--- src/design/nlmd_pkg.sv ---
// Shared types and constants of the non-local-means denoiser.
package nlmd_pkg;

   localparam int PIX_W      = 8;
   localparam int CSR_IDX_W  = 3;
   localparam int CSR_DATA_W = 32;
   localparam int IW_W       = 11;
   localparam int IH_W       = 13;
   localparam int SR_W       = 4;
   localparam int PR_W       = 2;
   localparam int IS_W       = 32;
   localparam int PSPAN_W    = 3;
   localparam int MAX_HEIGHT = 4096;

   localparam logic [IW_W-1:0] IMAGE_WIDTH_RESET   = 11'd1024;
   localparam logic [IH_W-1:0] IMAGE_HEIGHT_RESET  = 13'd768;
   localparam logic [SR_W-1:0] SEARCH_RADIUS_RESET = 4'd5;
   localparam logic [PR_W-1:0] PATCH_RADIUS_RESET  = 2'd2;
   localparam logic [IS_W-1:0] INV_SIGMA_SQ_RESET  = 32'd6711;

   // Q30 constants of the exponential
   localparam logic [31:0] Q30_ONE    = 32'd1073741824;
   localparam logic [31:0] Q30_INV_E  = 32'd395007542;
   localparam logic [63:0] Q30_HALF   = 64'd536870912;
   localparam logic [3:0]  TAYLOR_TOP = 4'd12;

   // ceil(2^33 / b) for the odd parts of the Taylor divisors; exact below 2^30
   localparam logic [31:0] RECIP_ONE = 32'd1;
   localparam logic [31:0] RECIP_3   = 32'd2863311531;
   localparam logic [31:0] RECIP_5   = 32'd1717986919;
   localparam logic [31:0] RECIP_7   = 32'd1227133514;
   localparam logic [31:0] RECIP_9   = 32'd954437177;
   localparam logic [31:0] RECIP_11  = 32'd780903145;

   typedef enum logic [CSR_IDX_W-1:0] {
      CSR_IMAGE_WIDTH   = 3'd0,
      CSR_IMAGE_HEIGHT  = 3'd1,
      CSR_SEARCH_RADIUS = 3'd2,
      CSR_PATCH_RADIUS  = 3'd3,
      CSR_INV_SIGMA_SQ  = 3'd4
   } csr_index_type;

   // control shared by all cells of the centre-patch chain
   typedef struct packed {
      logic shift;
      logic load;
   } cell_ctl_type;

endpackage

--- src/design/nlmd_patch_cell.sv ---
// One cell of the circulating centre-patch chain.
module nlmd_patch_cell (
   input  logic                       clock,
   input  nlmd_pkg::cell_ctl_type     ctl,
   input  logic                       is_tail,
   input  logic [nlmd_pkg::PIX_W-1:0] next_pixel,
   input  logic [nlmd_pkg::PIX_W-1:0] head_pixel,
   input  logic [nlmd_pkg::PIX_W-1:0] load_pixel,
   output logic [nlmd_pkg::PIX_W-1:0] pixel
);
   import nlmd_pkg::*;

   logic [PIX_W-1:0] pixel_ff;
   logic [PIX_W-1:0] pixel_in;

   // on a shift take the neighbour's pixel, the tail a fresh pixel or the head; else hold
   always_comb begin
      pixel_in = pixel_ff;
      if (ctl.shift) begin
         if (is_tail) begin
            pixel_in = ctl.load ? load_pixel : head_pixel;
         end else begin
            pixel_in = next_pixel;
         end
      end
   end

   always_ff @(posedge clock) begin
      pixel_ff <= pixel_in;
   end

   assign pixel = pixel_ff;

endmodule

--- config.mk ---
export PLATFORM = sky130hd
export DESIGN_NAME = nlmd_patch_cell
export DESIGN_NICKNAME = d
export VERILOG_FILES = /design/src/design/nlmd_pkg.sv /design/src/design/nlmd_patch_cell.sv
export SDC_FILE = /design/constraint.sdc
export NUM_CORES = 1
export LEC_CHECK = 0
export BUFFER_PORTS_ARGS = -buffer_cell sky130_fd_sc_hd__buf_2
export CAP_MARGIN = 20
export CORE_AREA = 2 2 39 41
export CTS_CLUSTER_DIAMETER = 200
export DETAILED_ROUTE_END_ITERATION = 6
export DIE_AREA = 0 0 41 43
export GPL_TIMING_DRIVEN = 0
export HOLD_SLACK_MARGIN = 0.12
export PLACE_DENSITY = 0.69
export SYNTH_ARGS = -nofsm -noshare
export SYNTH_HDL_FRONTEND = slang
export SYNTH_SLANG_ARGS = --single-unit
--- constraint.sdc ---
create_clock -name clock -period 1.3 [get_ports clock]
set_clock_uncertainty 0.2 [all_clocks]
set_input_delay 0.13 -clock clock [delete_from_list [all_inputs] [get_ports clock]]
set_output_delay 0.13 -clock clock [all_outputs]
set_load 0.05 [all_outputs]
==> impl_metrics.toml <==
[setup_path]
path_cells = "dlygate4sd3_1, buf_2, mux2i_1, a21oi_1"
path_max_fanout = 1
slowest_delay_ns = 0.56
crit_family = "buffers and inverters"
crit_buf_inv = 2
critPathCaptureType = "flip-flop"
crit_type = "in -> reg"
required_ns = 1.09
cp-start-kind = "input port"
slowest_stage = "dlygate4sd3_1"
crit_arrival_ns = 1.07

[layout]
synthToLayoutAreaGrowth_pct = 114
final_cell_mix = "33 x buf_2, 27 x dlygate4sd3_1, 8 x nor2_1, 8 x edfxtp_1"
final_common_cell = "buf_2"
drive_gt1_frac = 0.418
final_nets = 128
fin_cells = 114
largest_register_ffs = 8
utilization = 0.655
antenna_cells = 0

[route]
detail_route.iter0.violations = 2
dr.pass1.iters = 4
num_vias = 511
drc = 0
drt_wl_total_mm = 1.39
ant_nets = 0
routedWlPerCell_um = 12.2
viasPerCell = 4.48

[timing]
finalHoldViolCount = 0
worstMarginPinSlew_ns = 0.250
fin_crit_sh = 0.982
rsz0062_at_grt = "no"
slew_viol_final = 0
setup_violations = 0
min_period_ns = 1.28
worst_hold_slack_ns = 0.0923
fin_tns_setup_ns = 0
fmax_ghz = 0.784
relSlewSlack = 0.835

[global_route]
grt.total_usage = 0.187
overflow = 0
grt_pass1_wl_mm = 2.17
grt_max_degree = 11
antenna_found_initial = 0
first_global_vias = 511

[clocking]
h-tree-depth = 1
cts_tree = "yes"
ctsLongestPathBuffers = 2
post_cts_buffers = 0
cts_buffers = 3
clk_pin_slew_ns = 0.05
cts_sinks = 8
clockRootBuffer = "clkbuf_4"

[synthesis]
synth_seq_cells = 8
ys_seq_area_frac = 0.566
ys_types = 7
synth_area_sq_um = 424
synth_area_per_cell_sq_um = 12.1
syn-num-nets = 63
postSynthCellCount = 35
yosysWarnings = 0

[power_and_ir_drop]
ir_drop_v = 0.000336
p_per_area_nw_per_um2 = 862
power.leakage_uw = 0.000424
power_uw = 781

[floorplanning]
initial_core_util = 0.307
fp.coreArea_sq_um = 1380
die_height_um = 43
dieWidth_um = 41
die_area_sq_um = 1760
num_io_pins = 36
row_count = 14

[placement]
dp_cells = 84
portBuffers = 33
detailed_place_hpwl_um = 778
gp_congestion = 0.623

[outcome]
outcome = "complete, no violations"

[hold_path]
hold_path.class = "in -> reg"

[flow_run]
cap_violations = 0
[cells by family (layout without fill, tap and decap cells)]
| family | after synthesis | after routing | share of synthesized area |
|---|---|---|---|
| compound gates | 8 | 8 | 0.103 |
| flops | 8 | 8 | 0.566 |
| mux | 8 | 8 | 0.189 |
| buf+inv | 3 | 66 | 0.0708 |
| simple gates | 8 | 8 | 0.0708 |
[final cells by class]
class | count | area (sq um)
fill | 111 | 478
buffer | 3 | 30.0
clock buffer | 3 | 22.5
tap | 16 | 20.0
multi-input combinational | 24 | 158
sequential | 8 | 240
timing repair buffer | 60 | 435
[synthesized netlist by cell type]
cell type	count	area, sq um
mux2i_1	8	80.1
buf_6	2	22.5
buf_4	1	7.51
edfxtp_1	8	240
a21oi_2	1	8.76
a21oi_1	7	35.0
nor2_1	8	30.0
[path summary, 6_finish.rpt]
| path | from | endpoint | slack (ns) | depth (start not counted) |
|---|---|---|---|---|
| setup / recovery | head_pixel[7] | pixel[7]$_DFFE_PP_ | 0.02 | 4 |
| hold / removal | is_tail | pixel[3]$_DFFE_PP_ | 0.09 | 3 |
[what timing repair did]
action	4_1_cts	5_1_grt
hold buffers	26	2
setup endpoints to repair	0	5
endpoints found under the hold margin	16	1
resized for setup	0	1
[power by group]
group          switching [uW]  total (uW)  internal (uW)
Clock                    78.2         183            105
Sequential               4.84         319            314
Combinational             153         279            126
Total                     236         781            545
[per-layer routing]
metal | vias to the layer above | GRT usage | routed length (um)
met5 | - | 0 | 0
met4 | 0 | 0.113 | 40
met3 | 6 | 0.0209 | 97
met2 | 28 | 0.306 | 668
met1 | 224 | 0.219 | 583
li1 | 253 | - | -
[per-stage QoR]
| step | instance area (sq um) | setup slack (ns) |
|---|---|---|
| finish | 906 | 0.0240 |
| global route | 906 | 0.0216 |
| CTS | 892 | 0.0260 |
| detailed placement | 609 | 0.244 |
| global placement | 609 | 0.263 |
| floorplan | 424 | 0.300 |
Note: power is estimated with default switching activity, not from simulation.
