**src/design/nlmd_pkg.sv**
```systemverilog
// Shared types and constants of the non-local-means denoiser.
package nlmd_pkg;

   localparam int PIX_W      = 8;
   localparam int CSR_IDX_W  = 3;
   localparam int CSR_DATA_W = 32;
   localparam int IW_W       = 11;
   localparam int IH_W       = 13;
   localparam int SR_W       = 4;
   localparam int PR_W       = 2;
   localparam int IS_W       = 32;
   localparam int PSPAN_W    = 3;
   localparam int MAX_HEIGHT = 4096;

   localparam logic [IW_W-1:0] IMAGE_WIDTH_RESET   = 11'd1024;
   localparam logic [IH_W-1:0] IMAGE_HEIGHT_RESET  = 13'd768;
   localparam logic [SR_W-1:0] SEARCH_RADIUS_RESET = 4'd5;
   localparam logic [PR_W-1:0] PATCH_RADIUS_RESET  = 2'd2;
   localparam logic [IS_W-1:0] INV_SIGMA_SQ_RESET  = 32'd6711;

   // Q30 constants of the exponential
   localparam logic [31:0] Q30_ONE    = 32'd1073741824;
   localparam logic [31:0] Q30_INV_E  = 32'd395007542;
   localparam logic [63:0] Q30_HALF   = 64'd536870912;
   localparam logic [3:0]  TAYLOR_TOP = 4'd12;

   // ceil(2^33 / b) for the odd parts of the Taylor divisors; exact below 2^30
   localparam logic [31:0] RECIP_ONE = 32'd1;
   localparam logic [31:0] RECIP_3   = 32'd2863311531;
   localparam logic [31:0] RECIP_5   = 32'd1717986919;
   localparam logic [31:0] RECIP_7   = 32'd1227133514;
   localparam logic [31:0] RECIP_9   = 32'd954437177;
   localparam logic [31:0] RECIP_11  = 32'd780903145;

   typedef enum logic [CSR_IDX_W-1:0] {
      CSR_IMAGE_WIDTH   = 3'd0,
      CSR_IMAGE_HEIGHT  = 3'd1,
      CSR_SEARCH_RADIUS = 3'd2,
      CSR_PATCH_RADIUS  = 3'd3,
      CSR_INV_SIGMA_SQ  = 3'd4
   } csr_index_type;

   // control shared by all cells of the centre-patch chain
   typedef struct packed {
      logic shift;
      logic load;
   } cell_ctl_type;

endpackage

```
**src/design/nlmd_mul.sv**
```systemverilog
// 32 by 32 multiplier built from two 32 by 16 partial products.
module nlmd_mul (
   input  logic        clock,
   input  logic        reset,
   input  logic        start,
   input  logic [31:0] a,
   input  logic [31:0] b,
   output logic        done,
   output logic [63:0] prod
);
   import nlmd_pkg::*;

   logic [1:0]  phase_ff, phase_in;
   logic        done_ff, done_in;
   logic [31:0] a_ff, a_in, b_ff, b_in;
   logic [63:0] prod_ff, prod_in;

   // latch operands, add low then high partial product
   always_comb begin
      phase_in = phase_ff;
      done_in  = 1'b0;
      a_in     = a_ff;
      b_in     = b_ff;
      prod_in  = prod_ff;
      if (start) begin
         a_in     = a;
         b_in     = b;
         phase_in = 2'd1;
      end else if (phase_ff == 2'd1) begin
         prod_in  = 64'(a_ff * 48'(b_ff[15:0]));
         phase_in = 2'd2;
      end else if (phase_ff == 2'd2) begin
         prod_in  = prod_ff + {16'(0), 48'(a_ff * 48'(b_ff[31:16]))} * 64'd65536;
         phase_in = 2'd0;
         done_in  = 1'b1;
      end
   end

   always_ff @(posedge clock) begin
      if (reset) begin
         phase_ff <= 2'd0;
         done_ff  <= 1'b0;
      end else begin
         phase_ff <= phase_in;
         done_ff  <= done_in;
      end
      a_ff    <= a_in;
      b_ff    <= b_in;
      prod_ff <= prod_in;
   end

   assign done = done_ff;
   assign prod = prod_ff;

endmodule

```
**config.mk**
```make
export PLATFORM = sky130hd
export DESIGN_NAME = nlmd_mul
export DESIGN_NICKNAME = d
export VERILOG_FILES = /design/src/design/nlmd_pkg.sv /design/src/design/nlmd_mul.sv
export SDC_FILE = /design/constraint.sdc
export NUM_CORES = 2
export LEC_CHECK = 0
export ABC_AREA = 0
export CAP_MARGIN = 30
export CORE_ASPECT_RATIO = 0.75
export CORE_UTILIZATION = 50
export DETAILED_ROUTE_END_ITERATION = 10
export DONT_BUFFER_PORTS = 1
export PLACE_DENSITY = 0.73
export SYNTH_ARGS = -nofsm -noshare
export SYNTH_HDL_FRONTEND = slang
export SYNTH_SLANG_ARGS = --single-unit
```
**constraint.sdc**
```tcl
create_clock -name clock -period 9.98 [get_ports clock]
set_clock_uncertainty 0.15 [all_clocks]
set_input_delay 0.998 -clock clock [delete_from_list [all_inputs] [get_ports clock]]
set_output_delay 0.998 -clock clock [all_outputs]
set_load 0.02 [all_outputs]
```
==> run metrics <==
Critical Path RT=10090 ps; WP buf/inv=5; crit path DAT=9550 ps; Setup CP Type=reg2reg; Hold Slack=391 ps; Die Wd=324 um; Placed Area=39800 um2; hold crit path type=reg2reg; max incr delay on CP=570 ps; Tmin final=9450 ps; Hold Vio Cnt, Final=0; Clock Tree Buf Depth=2; hpwl dp=just over 80000 um; Port Buffers=0; type of destination of the critical path=flip-flop; Synthesized Nets=between 5000 and 6000; Max Clock Freq=between 100 and 150 MHz; Initial DRT Pass Iterations=6; layout cell share with drive strength beyond 1=0.0380; initial antenna violation count=7; Die Y=243 um; Area growth, synth to finish=4.72%; Slew Viols, Final=0; met2 routed WL=48000 um; 1st-iter DRT viols=2313; ys async rst share=0; vias in the first global route=29700; final wirelength=102000 um; Reg clk slew, reported paths=80 ps; YS warnings=0; die area=about 80000 um2; met3 WL=9300 um; CTS Hold Bufs=0; status=complete, no violations; Setup violations, final=0; Total Nets Final=approximately 5400; hold endpoint=phase_ff[0]; max cap viols=0; total CTS buffers=17; flops & latches, synth=131; WHS Path Cells=2; RSZ-0062 raised after global routing=false; core footprint=between 70000 and 80000 um2; grt total ovfl=0; flop-to-flop setup slack=530 ps; Synth Area per Inst=about 9.0 um2; TritonCTS clock tree=yes; origin of the critical flop-to-flop path=a_ff[7]; CP dominant cell by count=fa_1; Mapped Area=roughly 39000 um2; vias=29000; CP startpoint kind=flip-flop; startpoint of the worst hold path=phase_ff[0]; largest net degree at the start of global routing=75; Rows=88; critical path's slowest cell=edfxtp_1; Cell variety after synth=78; Post-Syn Instances=4316; path depth of the worst reg2reg path=33; Setup TNS=0 ps; ys flop type=edfxtp_1; first-pass GRT wire length=164000 um; total track usage=0.270; delay-heaviest family, CP=compound AO/OA/AOI/OAI gates; Final Wtd Congestion=0.917; # clock sinks=around 130; EDFF count, synth=~130; post-synthesis sequential area ratio=0.101; Remaining DRCs=0; vias per std cell=5.52; wl on met1=around 41000 um; # H-tree levels=4; DR top layer=met4; Slew HR=0.313; worst-margin pin slew=1030 ps; CTS root buf=clkbuf_16; Boundary Pins=between 100 and 150; final period utilization=0.946; Initial Util=0.505; RR Endpoint=prod[61]; CP Max Fanout=12; DR WL/cell=19.4 um; design area=40600 um2; clock insertion delay at the later pin of the skew report=520 ps; antenna violation net count after detailed routing=0
Yosys cell counts, drive strengths merged, types with 6 or more instances:
cell,count,area [um2]
a211oi,13,103
a21o,73,548
a21oi,138,691
a221oi,7,85.1
a31oi,16,100
and2,319,2000
and3,14,87.6
clkbuf,230,865
edfxtp,128,3840
fa,837,16800
ha,292,3650
inv,885,3320
nand2,812,3050
nand2b,15,93.8
nand3,29,145
nand4,23,144
nor2,109,409
nor2b,7,43.8
nor3,13,65.1
o211ai,9,67.6
o21a,11,83.8
o21ai,84,424
o21bai,22,165
o31ai,6,68.8
or2,9,56.3
xnor2,83,727
xor2,46,403
flip-flops by register name, indices dropped and copies added (netlist names):
register	flops
a_ff	32
b_ff	32
done	1
phase_ff	2
prod	64
cell usage in the layout (no fill, tap or decap), types with 10 or more instances in the layout:
master / instances
ha_1: 291
and2_1: 319
and3_1: 14
edfxtp_1: 128
nor2_1: 108
buf_4: 90
inv_1: 885
nand2b_1: 15
o21ai_0: 80
nand2_1: 812
a211oi_1: 12
o21a_1: 10
nand3_1: 29
clkbuf_16: 17
a31oi_1: 16
o21bai_1: 22
a21oi_1: 138
xnor2_1: 83
xor2_1: 46
nor3_1: 13
fa_1: 837
a21o_1: 73
nand4_1: 23
layer usage:
metal	vias up	GRT usage
li1	12800	-
met1	14700	0.366
met2	1281	0.424
met3	191	0.0591
met4	0	0.104
met5	-	0
stage by stage:
stage | setup slack (ps) | cells | utilization
CTS | 598 | 5227 | 0.526
global placement | 784 | 5195 | 0.518
floorplan | 1640 | 4316 | -
detailed placement | 656 | 5195 | 0.518
global route | 17.7 | 5249 | 0.528
finish | 535 | 5250 | 0.528
worst max path at each step:
stage                     startpoint  cells past startpoint       end
after floorplan             b_ff[17]                     30  prod[61]
after global placement       a_ff[9]                     26  prod[61]
after detailed placement     a_ff[8]                     31  prod[61]
after CTS                    a_ff[5]                     33  prod[61]
after global routing         a_ff[7]                     33  prod[61]
final                        a_ff[7]                     33  prod[61]
worst register-to-register path, delay by kind of cell (launching register included):
kind | cells | cell delay, ps
compound gates | 15 | 3430
xor+xnor | 1 | 230
fa+ha+maj | 8 | 3400
buf+inv | 5 | 490
flops | 1 | 570
mux | 1 | 370
simple gates | 3 | 560
what timing repair did:
action	in CTS	in global routing
buffers inserted	0	15
endpoints found under the setup margin	0	1
gates resized for setup	0	1
kinds of logic (layout without fill, tap and decap cells):
logic type,count (synthesis),after routing,share of synthesized area
AOI/OAI and AO/OA,426,426,0.0716
xor gates and xnor gates,129,129,0.0291
adders and majority gates,1129,1129,0.526
buffers and inverters,1120,1013,0.109
DFF,131,131,0.101
muxes,8,8,0.00219
other,0,6,0
and+or+nand+nor,1373,1373,0.161
final cells by class:
type / count / area [um2]
fill: 7048 / 36200
antenna: 6 / 15.0
clock inverter: 14 / 154
inverter: 885 / 3320
tap: 1035 / 1290
multi-input combinational: 3065 / 30700
timing repair buffer: 96 / 811
sequential: 131 / 3900
clock buffer: 18 / 429
Power is left out: the tool's default activity adds up to more than one toggle a clock period on the data nets, which glitch-free logic cannot reach.
