<file path="src/design/nlmd_pkg.sv">
// Shared types and constants of the non-local-means denoiser.
package nlmd_pkg;

   localparam int PIX_W      = 8;
   localparam int CSR_IDX_W  = 3;
   localparam int CSR_DATA_W = 32;
   localparam int IW_W       = 11;
   localparam int IH_W       = 13;
   localparam int SR_W       = 4;
   localparam int PR_W       = 2;
   localparam int IS_W       = 32;
   localparam int PSPAN_W    = 3;
   localparam int MAX_HEIGHT = 4096;

   localparam logic [IW_W-1:0] IMAGE_WIDTH_RESET   = 11'd1024;
   localparam logic [IH_W-1:0] IMAGE_HEIGHT_RESET  = 13'd768;
   localparam logic [SR_W-1:0] SEARCH_RADIUS_RESET = 4'd5;
   localparam logic [PR_W-1:0] PATCH_RADIUS_RESET  = 2'd2;
   localparam logic [IS_W-1:0] INV_SIGMA_SQ_RESET  = 32'd6711;

   // Q30 constants of the exponential
   localparam logic [31:0] Q30_ONE    = 32'd1073741824;
   localparam logic [31:0] Q30_INV_E  = 32'd395007542;
   localparam logic [63:0] Q30_HALF   = 64'd536870912;
   localparam logic [3:0]  TAYLOR_TOP = 4'd12;

   // ceil(2^33 / b) for the odd parts of the Taylor divisors; exact below 2^30
   localparam logic [31:0] RECIP_ONE = 32'd1;
   localparam logic [31:0] RECIP_3   = 32'd2863311531;
   localparam logic [31:0] RECIP_5   = 32'd1717986919;
   localparam logic [31:0] RECIP_7   = 32'd1227133514;
   localparam logic [31:0] RECIP_9   = 32'd954437177;
   localparam logic [31:0] RECIP_11  = 32'd780903145;

   typedef enum logic [CSR_IDX_W-1:0] {
      CSR_IMAGE_WIDTH   = 3'd0,
      CSR_IMAGE_HEIGHT  = 3'd1,
      CSR_SEARCH_RADIUS = 3'd2,
      CSR_PATCH_RADIUS  = 3'd3,
      CSR_INV_SIGMA_SQ  = 3'd4
   } csr_index_type;

   // control shared by all cells of the centre-patch chain
   typedef struct packed {
      logic shift;
      logic load;
   } cell_ctl_type;

endpackage

</file>
<file path="src/design/nlmd_div.sv">
// Restoring divider, one quotient bit per cycle.
module nlmd_div #(
   parameter int N = 32,
   parameter int D = 16
) (
   input  logic         clock,
   input  logic         reset,
   input  logic         start,
   input  logic [N-1:0] dividend,
   input  logic [D-1:0] divisor,
   output logic         done,
   output logic [N-1:0] quotient
);
   import nlmd_pkg::*;

   localparam int CNT_W = $clog2(N + 1);

   logic             busy_ff, busy_in;
   logic             done_ff, done_in;
   logic [CNT_W-1:0] cnt_ff, cnt_in;
   logic [D-1:0]     rem_ff, rem_in;
   logic [D-1:0]     div_ff, div_in;
   logic [N-1:0]     quo_ff, quo_in;
   logic [D:0]       trial;
   logic [D:0]       diff;
   logic             fits;

   assign trial = {rem_ff, quo_ff[N-1]};
   assign diff  = trial - {1'b0, div_ff};
   assign fits  = trial >= {1'b0, div_ff};

   // shift in one dividend bit, subtract where the divisor fits
   always_comb begin
      busy_in = busy_ff;
      done_in = 1'b0;
      cnt_in  = cnt_ff;
      rem_in  = rem_ff;
      div_in  = div_ff;
      quo_in  = quo_ff;
      if (start) begin
         busy_in = 1'b1;
         cnt_in  = CNT_W'(N);
         rem_in  = '0;
         div_in  = divisor;
         quo_in  = dividend;
      end else if (busy_ff) begin
         rem_in = fits ? diff[D-1:0] : trial[D-1:0];
         quo_in = {quo_ff[N-2:0], fits};
         cnt_in = cnt_ff - 1'b1;
         if (cnt_ff == CNT_W'(1)) begin
            busy_in = 1'b0;
            done_in = 1'b1;
         end
      end
   end

   always_ff @(posedge clock) begin
      if (reset) begin
         busy_ff <= 1'b0;
         done_ff <= 1'b0;
      end else begin
         busy_ff <= busy_in;
         done_ff <= done_in;
      end
      cnt_ff <= cnt_in;
      rem_ff <= rem_in;
      div_ff <= div_in;
      quo_ff <= quo_in;
   end

   assign done     = done_ff;
   assign quotient = quo_ff;

endmodule

</file>
<file path="config.mk">
export PLATFORM = sky130hd
export DESIGN_NAME = nlmd_div
export DESIGN_NICKNAME = d
export VERILOG_FILES = /design/src/design/nlmd_pkg.sv /design/src/design/nlmd_div.sv
export SDC_FILE = /design/constraint.sdc
export NUM_CORES = 1
export LEC_CHECK = 0
export ABC_AREA = 1
export BUFFER_PORTS_ARGS = -buffer_cell sky130_fd_sc_hd__buf_2
export CORE_AREA = 10 10 101 103
export CTS_CLUSTER_SIZE = 20
export DETAILED_ROUTE_END_ITERATION = 7
export DIE_AREA = 0 0 111 113
export HOLD_SLACK_MARGIN = 0.05
export PLACE_DENSITY = 0.72
export SLEW_MARGIN = 20
export SYNTH_ARGS = -nofsm -noshare
export SYNTH_HDL_FRONTEND = slang
export SYNTH_SLANG_ARGS = --single-unit
</file>
<file path="constraint.sdc">
create_clock -name clock -period 2.95 [get_ports clock]
set_input_delay 0.59 -clock clock [delete_from_list [all_inputs] [get_ports clock]]
set_output_delay 0.59 -clock clock [all_outputs]
set_load 0.1 [all_outputs]
</file>
==> flow_summary.ini, run 1 <==
[yosys]
synth.avg_cell_area_um2 = 7.79
seq_area_frac_synth_pct = 47.5
synth_cells = 519
synth_top_family_by_area = simple AND/OR/NAND/NOR gates
synth_edf_count = 48
synthAdderAreaFrac_pct = 6.07
synthMuxAreaShare_pct = 0
yosysWarnings = 0
synth_xor_area_share_pct = 1.30
synth_ff_type = edfxtp_1
synth_top_area_share_pct = 35.7
yosys.cell_types.count = 38
synth_area_mm2 = 0.00404
ys_async_sr_fraction_pct = 0
synth-seq-cells = 72
syn_nets = 589
synth_area_leader_cell = edfxtp_1
synth_simple_gate_area_share_pct = 31.9
ys_top_cells_by_area = edfxtp_1, nand2_1, dfxtp_1
synth_compound_area_share_pct = 4.18

[floorplan]
dieHeight_um = 113
dieArea_mm2 = 0.0125
core_mm2 = 0.00813
die_x_um = 111
start_util_pct = 49.7
io_pins = 84
rows = 33

[finish]
postLayoutCoreUtil_pct = 58.7
mostFrequentLayoutCells = nand2_1, buf_2, inv_1
n_antenna_cell = 0
layout_commonest_cell = nand2_1
nNetsFinal = 676
drive_gt1_share_pct = 20.1
areaGrowthSynthToFinish_pct = 18.2

[clock_tree]
worstSkewPairLatency_ns = 0.36
cts.clk_slew.worst_paths_ns = 0.09
clock-sinks = 72
cts_buffer_depth = 2
cts_setup_buffers = 0
ctsResizeCount = 0
cts-root-buf = clkbuf_8
cts_tree = done
numCtsBuffers = 9
ctsHoldBuffers = 0
h-tree-depth = 3

[grt]
grt_pass1_vias = 3645
grt_pass1_wl_um = 16900
grt.total_usage_pct = 15.9
grt_max_degree = 47
antenna_found_initial = 0
overflow = 0

[sta]
finalSetupViolations = 0
grt_setup_unrepaired = false
period_minus_slack_ns = 2.11
slew_headroom_pct = 63.8
whs_ns = 0.402
hold_viol_final = 0
fin_setup_tns_ns = 0
max_freq_mhz = 474
worst_pin_slew_ns = 0.543
period_share_pct = 71.5
drv_slew = 0
clock_skew_ns = 0.0157

[route]
post_drt_wl_per_cell_um = 13.9
viasPerCell = 4.96
vias = 3552
dr.first_iter.drc_count = 184
ant_nets = 0
dr.pass1.iters = 4
drc = 0
wirelength_um = 9940

[worst_setup_path]
critPathKind = reg -> reg
crit_path_frequent_cell = a21oi_1
start_kind = flip-flop
path_cells = inv_1 -> ha_1 -> a21oi_1 -> a21oi_1 -> nor2_4 -> nand2_4 -> nand2_1 -> nand3_1 -> o21ai_1
slowest_delay_ns = 0.39
cp_top_family = simple AND/OR/NAND/NOR gates
critPathArrivalTime_ns = 2.38
ff2ff_setup_slack_ns = 0.84
cp-end-kind = flip-flop
required_ns = 3.23
cp_num_buf_inv = 1
cp_max_fo = 18
critPathSlowestCell = nor2_4

[hold_path]
min_path_type = in -> reg

[status]
status = finished clean

[power]
pwr_density_cell_mw_per_mm2 = 562
ir_drop_mv = 0.465
p_leak_nw = 2.50

[placement]
place_hpwl_um = 7510
place_congestion = 0.878
io_buffers = 83

[job]
cap_violations = 0
metal layers:
layer	track usage [%]	part of all wire, %	vias up
met5	0	0	-
met2	26.0	45	119
met3	5.07	8.0	20
met4	6.68	2.0	0
li1	-	-	1808
met1	19.0	45	1605
cells by family (layout without fill, tap and decap cells):
family | Yosys count | in the layout
AND/OR/NAND/NOR | 301 | 301
buffers and inverters | 92 | 184
flip-flops | 72 | 72
AO/OA/AOI/OAI | 29 | 29
adder cells (fa/ha/maj) | 19 | 19
XOR/XNOR | 6 | 6
worst paths after layout:
kind / from / endpoint / cells past startpoint
min: divisor[13] / div_ff[13]$_DFFE_PP_ / 1
max: div_ff[12]$_DFFE_PP_ / rem_ff[6]$_SDFFE_PP0P_ / 9
min reg2reg: rem_ff[15]$_SDFFE_PP0P_ / rem_ff[15]$_SDFFE_PP0P_ / 2
max reg2reg: div_ff[12]$_DFFE_PP_ / rem_ff[6]$_SDFFE_PP0P_ / 9
where the power goes:
group	switching, mW	internal [mW]	total, mW
Sequential	0.0380	1.17	1.20
Combinational	0.528	0.136	0.664
Clock	0.422	0.399	0.821
final cells by class:
cell class,instances,area (µm²)
multi-input combinational,355,1760
clock buffer,9,124
tap,105,131
clock inverter,7,78.8
timing repair buffer,88,465
inverter,80,300
sequential,72,1920
fill,734,3360
state kept, by name, indices dropped and copies added, names as in the netlist:
name / count
quotient: 32
div_ff: 16
rem_ff: 16
cnt_ff: 6
busy_ff: 1
done: 1
cells in the mapped netlist, types with 2 or more instances:
cell and n:
nor2_2 3, nand2_2 2, clkbuf_1 6, buf_2 3, a21oi_1 10, inv_1 75, dfxtp_1 24, nand2_4 2
nor2_1 17, edfxtp_1 48, o21ai_1 2, nand2_1 216, nor3_1 6, xnor2_1 5, ha_1 18, o21ai_2 2
o21bai_1 2, nand3_1 35, nand3_2 4, nor3b_1 2, inv_2 4, nand4_1 4, nand3b_1 7, o21ai_0 8
per-stage QoR:
step | instance area (µm²) | setup slack (ns) | cells | total power [mW]
2_1_floorplan | 4040 | 0.487 | 519 | 1.74
3_3_place_gp | 4580 | 0.963 | 700 | 1.88
3_5_place_dp | 4580 | 0.870 | 700 | 1.89
4_1_cts | 4780 | 0.831 | 716 | 2.72
5_1_grt | 4780 | 0.610 | 716 | 2.81
6_report | 4780 | 0.841 | 716 | 2.69
Power figures use the tool's default switching activity.
==> run 2: changes to the inputs <==
==> constraint.sdc (replaced) <==
create_clock -name clock -period 2 [get_ports clock]
set_input_delay 0.4 -clock clock [delete_from_list [all_inputs] [get_ports clock]]
set_output_delay 0.4 -clock clock [all_outputs]
set_load 0.1 [all_outputs]
==> flow_summary.ini, run 2 (same netlist as run 1, synthesis figures left out) <==
[placement]
post-place-cells = 703
place_congestion = 0.933
io_buffers = 83
place_hpwl_um = 7830
place_area_mm2 = 0.00462

[status]
status = finished clean

[clock_tree]
cts_buffer_depth = 2
cts.clk_slew.worst_paths_ns = 0.08
worstSkewPairLatency_ns = 0.35
cts-root-buf = clkbuf_8
cts_tree = done
clock-sinks = 72
h-tree-depth = 3
numCtsBuffers = 9

[route]
ant_nets = 0
vias = 3630
wirelength_um = 10400
dr.pass1.iters = 5
viasPerCell = 5.01
dr.first_iter.drc_count = 199
drc = 0
post_drt_wl_per_cell_um = 14.4

[worst_setup_path]
required_ns = 2.25
critPathArrivalTime_ns = 2.11
cp-end-kind = flip-flop
start_kind = flip-flop
cp_max_fo = 5
critPathKind = reg -> reg

[sta]
slew_headroom_pct = 56.8
max_freq_mhz = 538
worst_pin_slew_ns = 0.645
period_minus_slack_ns = 1.86
grt_setup_unrepaired = true
finalSetupViolations = 0
period_share_pct = 92.9
hold_viol_final = 0
clock_skew_ns = 0.0108
drv_slew = 0

[grt]
grt_pass1_vias = 3524
overflow = 0
grt_max_degree = 38
grt.total_usage_pct = 16.2
grt_pass1_wl_um = 17000
antenna_found_initial = 0

[finish]
final_area_mm2 = 0.00501
final_cells = 725
nNetsFinal = 685
largest_register_ffs = 32
n_antenna_cell = 0
layout_commonest_cell = nand2_1
mostFrequentLayoutCells = nand2_1, buf_2, inv_1
postLayoutCoreUtil_pct = 61.7
areaGrowthSynthToFinish_pct = 24.0
drive_gt1_share_pct = 24.0

[floorplan]
core_mm2 = 0.00813
dieArea_mm2 = 0.0125
dieHeight_um = 113
io_pins = 84
start_util_pct = 49.7
rows = 33
die_x_um = 111

[power]
ir_drop_mv = 0.555
finalPower_mw = 4.19
p_leak_nw = 2.56
pwr_density_cell_mw_per_mm2 = 835

[job]
cap_violations = 0

[hold_path]
min_path_type = in -> reg
## run 2: routing by layer
layer | wire (µm) | GRT usage, % | vias up | part of all wire [%]
li1 | - | - | 1837 | -
met1 | 4650 | 20.1 | 1644 | 45
met2 | 4590 | 25.0 | 132 | 44
met3 | 935 | 5.60 | 17 | 9.0
met4 | 244 | 6.94 | 0 | 2.3
met5 | 0 | 0 | - | 0
## run 2: stage by stage
step / hold slack [ns] / worst slack (ns) / TNS (ns)
final: 0.219 / 0.141 / 0
after global routing: 0.208 / -0.0195 / -0.0256
after CTS: 0.207 / 0.0141 / 0
after detailed placement: 0.466 / 0.0465 / 0
after global placement: 0.455 / 0.0811 / 0
after floorplan: 0.440 / -0.282 / -3.74
## run 2: repair_timing
action,CTS,global route
hold buffers,0,0
gates resized for setup,0,23
setup endpoints to repair,0,17
buffers inserted,0,5
## run 2: cell type report
class / instances / area, µm²
flip-flops and latches: 72 / 1920
clock buffers: 10 / 128
clock inverters: 6 / 108
well taps: 105 / 131
fillers: 700 / 3120
inverters: 80 / 300
repair buffers: 96 / 529
multi-input cells: 356 / 1900
## run 2: report_power, final
group	leakage [nW]	internal, mW	switching [mW]	total [mW]
Combinational	1.76	0.220	0.796	1.02
Clock	0.118	0.825	0.569	1.39
Sequential	0.680	1.72	0.0584	1.78
## run 2: critical path, cell delays in order (launching register included)
cell and delay (ns):
dfxtp_1 0.40, ha_2 0.33, nand2_1 0.16, nor2_2 0.07, nand2_2 0.08, o21ai_2 0.08
nor2_4 0.21, buf_4 0.18, nand3_1 0.06, nand2_1 0.06, inv_1 0.03, nand2_1 0.06
nand2_1 0.04
## run 2: final timing paths
| path | startpoint | to | slack [ns] | depth (start not counted) |
|---|---|---|---|---|
| setup / recovery | rem_ff[10]$_SDFFE_PP0P_ | rem_ff[15]$_SDFFE_PP0P_ | 0.14 | 12 |
| hold / removal | divisor[14] | div_ff[14]$_DFFE_PP_ | 0.22 | 1 |
| setup reg to reg | rem_ff[10]$_SDFFE_PP0P_ | rem_ff[15]$_SDFFE_PP0P_ | 0.14 | 12 |
| hold reg to reg | rem_ff[14]$_SDFFE_PP0P_ | rem_ff[14]$_SDFFE_PP0P_ | 0.48 | 2 |
